==> src/rtl/udpc_pkg.sv <==
package udpc_pkg;

	localparam logic [15:0] UDP_PROTO = 16'd17;
	localparam logic [16:0] MAX_TOTAL = 17'd65527;
	localparam logic [16:0] MIN_LEN   = 17'd8;
	localparam logic [16:0] SEEN_MAX  = 17'h1ffff;
	localparam logic [16:0] SEEN_SAT  = 17'h1fffd;

	localparam logic [16:0] OFF_SPORT = 17'd0;
	localparam logic [16:0] OFF_DPORT = 17'd2;
	localparam logic [16:0] OFF_LEN   = 17'd4;
	localparam logic [16:0] OFF_SUM   = 17'd6;
	localparam logic [16:0] HDR_BYTES = 17'd8;

	localparam logic [1:0] ST_OK       = 2'd0;
	localparam logic [1:0] ST_LEN_ERR  = 2'd1;
	localparam logic [1:0] ST_MISMATCH = 2'd2;
	localparam logic [1:0] ST_TOO_BIG  = 2'd3;

	typedef struct packed {
		logic        opcode;
		logic [15:0] word;
		logic        first;
		logic        last;
		logic [16:0] count;
		logic [15:0] ph_src;
		logic [15:0] ph_dst;
	} item_t;

	typedef struct packed {
		logic [15:0] data_sum;
		logic [15:0] ph_sum;
		logic        mode;
		logic [16:0] avail;
		logic [15:0] length;
		logic [15:0] sum_field;
		logic [15:0] sport;
		logic [15:0] dport;
	} res_t;

	// ones' complement add with end-around carry
	function automatic logic [15:0] eac_add(input logic [15:0] a, input logic [15:0] b);
		logic [16:0] s;
		s = {1'b0, a} + {1'b0, b};
		return s[15:0] + {15'd0, s[16]};
	endfunction

endpackage

==> src/rtl/udpc_track.sv <==
module udpc_track (
	input  logic            clk,
	input  logic            arst_n,
	input  logic            advance,
	input  udpc_pkg::item_t item,
	output udpc_pkg::res_t  res
);

	logic [15:0] sum_q;
	logic [15:0] ph_q;
	logic [16:0] seen_q;
	logic        mode_q;
	logic [16:0] avail_q;
	logic [15:0] sport_q;
	logic [15:0] dport_q;
	logic [15:0] length_q;
	logic [15:0] sumf_q;

	logic [16:0] off;
	logic [17:0] off_p1;
	logic [17:0] off_p2;
	logic        mode;
	logic [16:0] avail;
	logic [15:0] sum_base;
	logic [15:0] ph_base;
	logic [15:0] v;
	logic [15:0] sport_n;
	logic [15:0] dport_n;
	logic [15:0] length_n;
	logic [15:0] sumf_n;
	logic [16:0] limit;
	logic        in_hdr;
	logic        add_full;
	logic        add_half;
	logic [15:0] addend;
	logic [15:0] sum_n;
	logic [16:0] seen_n;

	always_comb begin
		off      = item.first ? 17'd0 : seen_q;
		mode     = item.first ? item.opcode : mode_q;
		avail    = item.first ? item.count : avail_q;
		sum_base = item.first ? 16'd0 : sum_q;
		ph_base  = item.first ?
			udpc_pkg::eac_add(udpc_pkg::eac_add(item.ph_src, item.ph_dst), udpc_pkg::UDP_PROTO) :
			ph_q;
		sport_n  = item.first ? 16'd0 : sport_q;
		dport_n  = item.first ? 16'd0 : dport_q;
		length_n = item.first ? 16'd0 : length_q;
		sumf_n   = item.first ? 16'd0 : sumf_q;
		v        = item.word;
		off_p1   = {1'b0, off} + 18'd1;
		off_p2   = {1'b0, off} + 18'd2;

		if (off == udpc_pkg::OFF_SPORT) begin
			sport_n = item.word;
		end else if (off == udpc_pkg::OFF_DPORT) begin
			dport_n = item.word;
		end else if (off == udpc_pkg::OFF_LEN) begin
			if (mode) begin
				v = avail[15:0];
			end
			length_n = v;
		end else if (off == udpc_pkg::OFF_SUM) begin
			if (mode) begin
				v = 16'd0;
			end
			sumf_n = v;
		end

		// receive header words always count
		in_hdr   = !mode && (off < udpc_pkg::HDR_BYTES);
		limit    = mode ? avail : {1'b0, length_n};
		add_full = in_hdr || (off_p2 <= {1'b0, limit});
		add_half = !in_hdr && (off_p1 == {1'b0, limit});
		if (add_full) begin
			addend = v;
		end else if (add_half) begin
			addend = {v[15:8], 8'h00};
		end else begin
			addend = 16'd0;
		end
		sum_n  = udpc_pkg::eac_add(sum_base, addend);
		seen_n = (off >= udpc_pkg::SEEN_SAT) ? udpc_pkg::SEEN_MAX : off_p2[16:0];
	end

	always_ff @(posedge clk or negedge arst_n) begin
		if (!arst_n) begin
			sum_q    <= '0;
			ph_q     <= '0;
			seen_q   <= '0;
			mode_q   <= 1'b0;
			avail_q  <= '0;
			sport_q  <= '0;
			dport_q  <= '0;
			length_q <= '0;
			sumf_q   <= '0;
		end else if (advance) begin
			if (item.last) begin
				sum_q    <= '0;
				ph_q     <= '0;
				seen_q   <= '0;
				mode_q   <= 1'b0;
				avail_q  <= '0;
				sport_q  <= '0;
				dport_q  <= '0;
				length_q <= '0;
				sumf_q   <= '0;
			end else begin
				sum_q    <= sum_n;
				ph_q     <= ph_base;
				seen_q   <= seen_n;
				mode_q   <= mode;
				avail_q  <= avail;
				sport_q  <= sport_n;
				dport_q  <= dport_n;
				length_q <= length_n;
				sumf_q   <= sumf_n;
			end
		end
	end

	always_comb begin
		res.data_sum  = sum_n;
		res.ph_sum    = ph_base;
		res.mode      = mode;
		res.avail     = avail;
		res.length    = length_n;
		res.sum_field = sumf_n;
		res.sport     = sport_n;
		res.dport     = dport_n;
	end

endmodule

==> src/rtl/udp_checksum_engine.sv <==
// one 16-bit word accepted per cycle, back to back, while out_stall is low
// the result for a datagram appears once its last word has passed the stages listed below
// stages: input register, running sum update, checksum and status register
// a held result stalls input only once two more last words queue behind it
// arst_n clears all valid flags and the running sum, offset and header state
module udp_checksum_engine (
	input  logic        clk,
	input  logic        arst_n,
	input  logic        in_valid,
	output logic        in_stall,
	input  logic        opcode,
	input  logic [15:0] data_word,
	input  logic        first,
	input  logic        last,
	input  logic        odd_tail,
	input  logic [31:0] source_address,
	input  logic [31:0] dest_address,
	input  logic [16:0] byte_count,
	output logic        out_valid,
	input  logic        out_stall,
	output logic [1:0]  status,
	output logic [15:0] checksum_word,
	output logic [15:0] source_port,
	output logic [15:0] dest_port,
	output logic [15:0] length_field
);

	logic            v1_s1;
	udpc_pkg::item_t item_s1;
	logic            v2_s2;
	udpc_pkg::res_t  res_s2;
	udpc_pkg::res_t  res;
	logic            vo_q;
	logic [1:0]      status_q;
	logic [15:0]     cs_q;
	logic [15:0]     sport_q;
	logic [15:0]     dport_q;
	logic [15:0]     len_q;

	logic            out_free;
	logic            s2_free;
	logic            s1_go;
	logic            advance;
	logic            in_take;
	udpc_pkg::item_t item_in;

	logic [15:0]     len_term;
	logic [15:0]     total;
	logic [15:0]     cs_raw;
	logic [1:0]      status_n;
	logic [15:0]     cs_n;
	logic [15:0]     len_n;

	assign out_free = !vo_q || !out_stall;
	assign s2_free  = !v2_s2 || out_free;
	assign s1_go    = !item_s1.last || s2_free;
	assign advance  = v1_s1 && s1_go;
	assign in_stall = v1_s1 && !s1_go;
	assign in_take  = in_valid && !in_stall;

	always_comb begin
		item_in.opcode = opcode;
		item_in.word   = (last && odd_tail) ? {data_word[15:8], 8'h00} : data_word;
		item_in.first  = first;
		item_in.last   = last;
		item_in.count  = byte_count;
		item_in.ph_src = udpc_pkg::eac_add(source_address[31:16], source_address[15:0]);
		item_in.ph_dst = udpc_pkg::eac_add(dest_address[31:16], dest_address[15:0]);
	end

	// input register
	always_ff @(posedge clk or negedge arst_n) begin
		if (!arst_n) begin
			v1_s1 <= 1'b0;
		end else if (!in_stall) begin
			v1_s1 <= in_valid;
		end
	end

	always_ff @(posedge clk) begin
		if (in_take) begin
			item_s1 <= item_in;
		end
	end

	udpc_track u_track (
		.clk     (clk),
		.arst_n  (arst_n),
		.advance (advance),
		.item    (item_s1),
		.res     (res)
	);

	// end of datagram capture
	always_ff @(posedge clk or negedge arst_n) begin
		if (!arst_n) begin
			v2_s2 <= 1'b0;
		end else if (s2_free) begin
			v2_s2 <= advance && item_s1.last;
		end
	end

	always_ff @(posedge clk) begin
		if (s2_free && advance && item_s1.last) begin
			res_s2 <= res;
		end
	end

	always_comb begin
		len_term = res_s2.mode ? res_s2.avail[15:0] : res_s2.length;
		total    = udpc_pkg::eac_add(udpc_pkg::eac_add(res_s2.data_sum, res_s2.ph_sum),
			len_term);
		cs_raw   = ~total;
		if (res_s2.mode) begin
			len_n = res_s2.avail[15:0];
			if (res_s2.avail < udpc_pkg::MIN_LEN) begin
				status_n = udpc_pkg::ST_LEN_ERR;
				cs_n     = 16'd0;
			end else if (res_s2.avail > udpc_pkg::MAX_TOTAL) begin
				status_n = udpc_pkg::ST_TOO_BIG;
				cs_n     = 16'd0;
			end else begin
				status_n = udpc_pkg::ST_OK;
				cs_n     = (cs_raw == 16'd0) ? 16'hffff : cs_raw;
			end
		end else begin
			len_n = res_s2.length;
			if (({1'b0, res_s2.length} < udpc_pkg::MIN_LEN) ||
				({1'b0, res_s2.length} > res_s2.avail)) begin
				status_n = udpc_pkg::ST_LEN_ERR;
				cs_n     = 16'd0;
			end else begin
				cs_n     = cs_raw;
				status_n = (res_s2.sum_field != 16'd0 && cs_raw != 16'd0) ?
					udpc_pkg::ST_MISMATCH : udpc_pkg::ST_OK;
			end
		end
	end

	// result register
	always_ff @(posedge clk or negedge arst_n) begin
		if (!arst_n) begin
			vo_q <= 1'b0;
		end else if (out_free) begin
			vo_q <= v2_s2;
		end
	end

	always_ff @(posedge clk) begin
		if (out_free && v2_s2) begin
			status_q <= status_n;
			cs_q     <= cs_n;
			sport_q  <= res_s2.sport;
			dport_q  <= res_s2.dport;
			len_q    <= len_n;
		end
	end

	assign out_valid     = vo_q;
	assign status        = status_q;
	assign checksum_word = cs_q;
	assign source_port   = sport_q;
	assign dest_port     = dport_q;
	assign length_field  = len_q;

`ifndef SYNTHESIS
	a_err_zero_cs: assert property (@(posedge clk) disable iff (!arst_n)
		vo_q && (status_q == udpc_pkg::ST_LEN_ERR || status_q == udpc_pkg::ST_TOO_BIG)
		|-> cs_q == 16'd0)
		else $error("error result with nonzero checksum");
	a_s2_hold: assert property (@(posedge clk) disable iff (!arst_n)
		v2_s2 && !out_free |=> v2_s2)
		else $error("pending result lost");
	a_stall_src: assert property (@(posedge clk) disable iff (!arst_n)
		in_stall |-> v1_s1 && item_s1.last && v2_s2)
		else $error("stall without a blocked last word");
	a_out_from_s2: assert property (@(posedge clk) disable iff (!arst_n)
		$rose(vo_q) |-> $past(v2_s2))
		else $error("result appeared without a capture");
`endif

endmodule

==> config.mk <==
export PLATFORM = sky130hd
export DESIGN_NAME = udp_checksum_engine
export DESIGN_NICKNAME = d
export VERILOG_FILES = /design/src/rtl/udpc_pkg.sv /design/src/rtl/udpc_track.sv /design/src/rtl/udp_checksum_engine.sv
export SDC_FILE = /design/constraint.sdc
export NUM_CORES = 1
export LEC_CHECK = 0
export ABC_AREA = 1
export BUFFER_PORTS_ARGS = -buffer_cell sky130_fd_sc_hd__buf_4
export CORE_ASPECT_RATIO = 1.75
export CORE_UTILIZATION = 35
export CTS_BUF_LIST = sky130_fd_sc_hd__clkbuf_4 sky130_fd_sc_hd__clkbuf_8
export CTS_CLUSTER_SIZE = 16
export DETAILED_ROUTE_END_ITERATION = 8
export GPL_TIMING_DRIVEN = 0
export PLACE_DENSITY_LB_ADDON = 0.25
export SETUP_SLACK_MARGIN = 0.4
export SYNTH_ARGS = -nofsm -noshare
export SYNTH_HDL_FRONTEND = slang
export SYNTH_HIERARCHICAL = 1
export SYNTH_SLANG_ARGS = --single-unit
==> constraint.sdc <==
create_clock -name clk -period 19.05 [get_ports clk]
set_input_delay 2.8575 -clock clk [delete_from_list [all_inputs] [get_ports clk]]
set_output_delay 2.8575 -clock clk [all_outputs]
set_load 0.05 [all_outputs]
==> run_results.csv <==
group,metric,value,unit
run_status,status,"finished clean",
clocking,cts-htree-levels,2,
yosys,synthArstFlopShare,0.351,
final_layout,regArea,10800,µm²
final_layout,area_growth,15.4,%
placement,io_buffers,172,
worst_setup_path,crit_fanout,10,
clocking,clk_latency,0.70,ns
drt,vias,21300,
timing,relSlewSlack,0.178,
timing,setup_tns,0,ns
yosys,yosysSeqAreaShare,0.433,
final_layout,stdcell_count,4263,
clocking,clk_pin_slew,0.07,ns
yosys,synth.yosys.warnings,6,
drt,wl,76.0,mm
yosys,synthTopCellsByCount,"713 x nand2_1, 408 x inv_1, 248 x edfxtp_1, 233 x nor2_1, 233 x o21ai_0",
clocking,postCtsSetupBuffers,0,
global_route,grt_pass1_vias,21100,
power,p_total,2960,µW
timing,timing_hold_violations_final,0,
timing,rsz0062_at_grt,"no",
clocking,clockBufferDepth,3,
yosys,synth_area_leader_cell,"edfxtp_1",
placement,gp_congestion,0.975,
floorplanning,die_h,355,µm
worst_setup_path,ff2ff_path_depth,40,
yosys,synth_area,24900,µm²
drt,firstDrtPassIters,5,
yosys,netlist_instances,3063,
worst_setup_path,slowest_delay,0.86,ns
final_layout,final.fill_count,7272,
yosys,synth.most_common_cell,"nand2_1",
placement,dp.cells,4158,
drt,via_per_inst,5.00,
global_route,grt_remaining_overflow,0,
worst_hold_path,min_path_cells,0,
final_layout,drive_above_1_share,0.132,
yosys,synth_cell_types,60,
timing,finalCritPeriodShare,0.520,
worst_setup_path,crit_slowest_cell,"clkbuf_1",
worst_setup_path,r2r_start,"item_s1[50]",
clocking,cts_sinks,382,
clocking,cts_root_buffer,"clkbuf_8",
power,leakage,0.0134,µW
final_layout,multiInputGateArea,12200,µm²
floorplanning,fp.dieArea,72400,µm²
global_route,grt_max_degree,86,
clocking,hold_buffers,0,
worst_setup_path,start_kind,"register",
yosys,avgSynthCellArea,8.14,µm²
worst_hold_path,min-delay-start,"res_s2[23]",
global_route,antenna_found_initial,3,
timing,fin_crit,9.91,ns
floorplanning,design.core.area,70500,µm²
timing,fmax,0.101,GHz
timing,worstMarginPinSlew,1.23,ns
timing,clock_skew,0.0491,ns
timing,setup_viol,0,
floorplanning,rows,129,
clocking,cts_made_buffers,55,
yosys,synth_edf_count,248,
timing,maxSlewViolCount,0,
drt,drtAntennaViolNets,0,
final_layout,fin_nets,3555,
placement,place_hpwl,62.1,mm
clocking,cts_tree,"built",
worst_setup_path,worstSetupPathType,"reg2reg",
yosys,ys_seq_elements,382,
worst_setup_path,cp-startpoint,"item_s1[50]",
final_layout,post-route-util,0.408,
yosys,netlist.area_leader.share,0.299,
floorplanning,die_w,204,µm
drt,drc,0,
worst_setup_path,crit_arrival,10.31,ns
drt,avgRoutedWirePerCell,17.8,µm
clocking,cts-resized-gates,0,
global_route,track_usage,0.210,
yosys,synthesis.nets,3320,
worst_setup_path,critPathRequiredTime,19.45,ns
global_route,grt_pass1_wl,116,mm
yosys,synth_top_flop_cell,"edfxtp_1",
power,p_per_area,103,nW/µm²
floorplanning,start_util,0.354,
drt,drt_iter0_drc,942,
yosys,synth.area.top_cells,"edfxtp_1 30%, dfrtp_1 13%, nand2_1 11%, ha_1 7.3%, inv_1 6.1%",
worst_setup_path,cp-end-kind,"register",
floorplanning,pin_count,173,
power,max-vdd-ir-drop,51.3,µV
worst_hold_path,hp-class,"reg2reg",
job,max_cap_violations,0,
[worst max-delay path, delay by kind of cell (launching register included)]
family	cells	cell delay, ns
compound gates	14	2.52
xor+xnor	1	0.41
fa+ha+maj	5	1.08
buf+inv	8	2.91
flops	1	0.46
simple gates	12	2.20
[path summary, 6_finish.rpt]
check	endpoint	slack [ns]
max in group asynchronous	u_track/sum_q[10]	16.02
max reg2reg	res_s2[112]	9.14
max	res_s2[112]	9.14
min	source_port[7]	0.42
min reg2reg	source_port[7]	0.42
min in group asynchronous	u_track/sport_q[3]	2.12
[flip-flops by register name (all words and copies together) (netlist names), 16 cells and up]
| register | count |
|---|---|
| u_track/seen_q | 17 |
| res_s2 | 114 |
| u_track/sumf_q | 16 |
| u_track/sport_q | 16 |
| u_track/ph_q | 16 |
| dest_port | 16 |
| source_port | 16 |
| item_s1 | 68 |
| u_track/avail_q | 17 |
| u_track/sum_q | 16 |
| checksum_word | 16 |
| u_track/dport_q | 16 |
| length_field | 16 |
| u_track/length_q | 16 |
[routing by layer]
metal,up-vias,track usage,share of wire
li1,10700,-,-
met1,9903,0.209,0.36
met2,506,0.401,0.54
met3,188,0.0266,0.035
met4,4,0.135,0.069
met5,-,0,0.00036
[where the power goes]
part           total [µW]  switching, µW  internal, µW
Sequential           1020           33.2           986
Combinational        1200            821           377
Clock                 739            340           400
[metrics by stage]
step | hold WS (ns) | area (µm²) | worst slack, ns
after floorplan | 0.400 | 24900 | 12.29
after global placement | 0.405 | 27400 | 9.27
after detailed placement | 0.405 | 27500 | 9.26
after CTS | 0.421 | 28800 | 9.14
after global routing | 0.426 | 28800 | 8.60
final | 0.421 | 28800 | 9.14
[kinds of logic after synthesis]
kind of cell | Yosys count | synth area share
and+or+nand+nor | 1386 | 0.246
AOI/OAI and AO/OA | 509 | 0.119
buffers and inverters | 506 | 0.0792
DFF | 382 | 0.433
adders and majority gates | 152 | 0.0781
xor gates and xnor gates | 128 | 0.0449
[cells in the final DEF, fill, tap and decap left out, types with 9 or more instances in the layout]
cell / instances
o21ai_2: 11
dfrtp_1: 134
clkinv_2: 9
clkbuf_8: 60
inv_2: 22
a21oi_1: 108
nor4_1: 17
edfxtp_1: 248
buf_4: 178
o22ai_1: 23
nor2_2: 33
nand4_1: 40
xor2_1: 91
nor2_1: 232
o21bai_1: 12
o21ai_0: 233
nor3_1: 28
nand2_2: 32
clkinv_1: 15
or2_2: 17
o211ai_1: 11
ha_1: 146
nand3_2: 11
clkbuf_4: 11
nand3_1: 228
o21ai_1: 27
nand2_1: 713
xnor2_1: 37
a21o_1: 9
inv_1: 407
clkbuf_1: 49
a22o_1: 41
[final cells by class]
class                           count  area share
Multi-Input combinational cell   2175       0.423
Sequential cell                   382       0.375
Inverter                          434      0.0567
Timing Repair Buffer              178      0.0497
Tap cell                          917      0.0399
Clock buffer                       71      0.0316
Buffer                             72      0.0120
Clock inverter                     33      0.0117
Antenna cell                        1   0.0000869
Power figures use the tool's default switching activity.
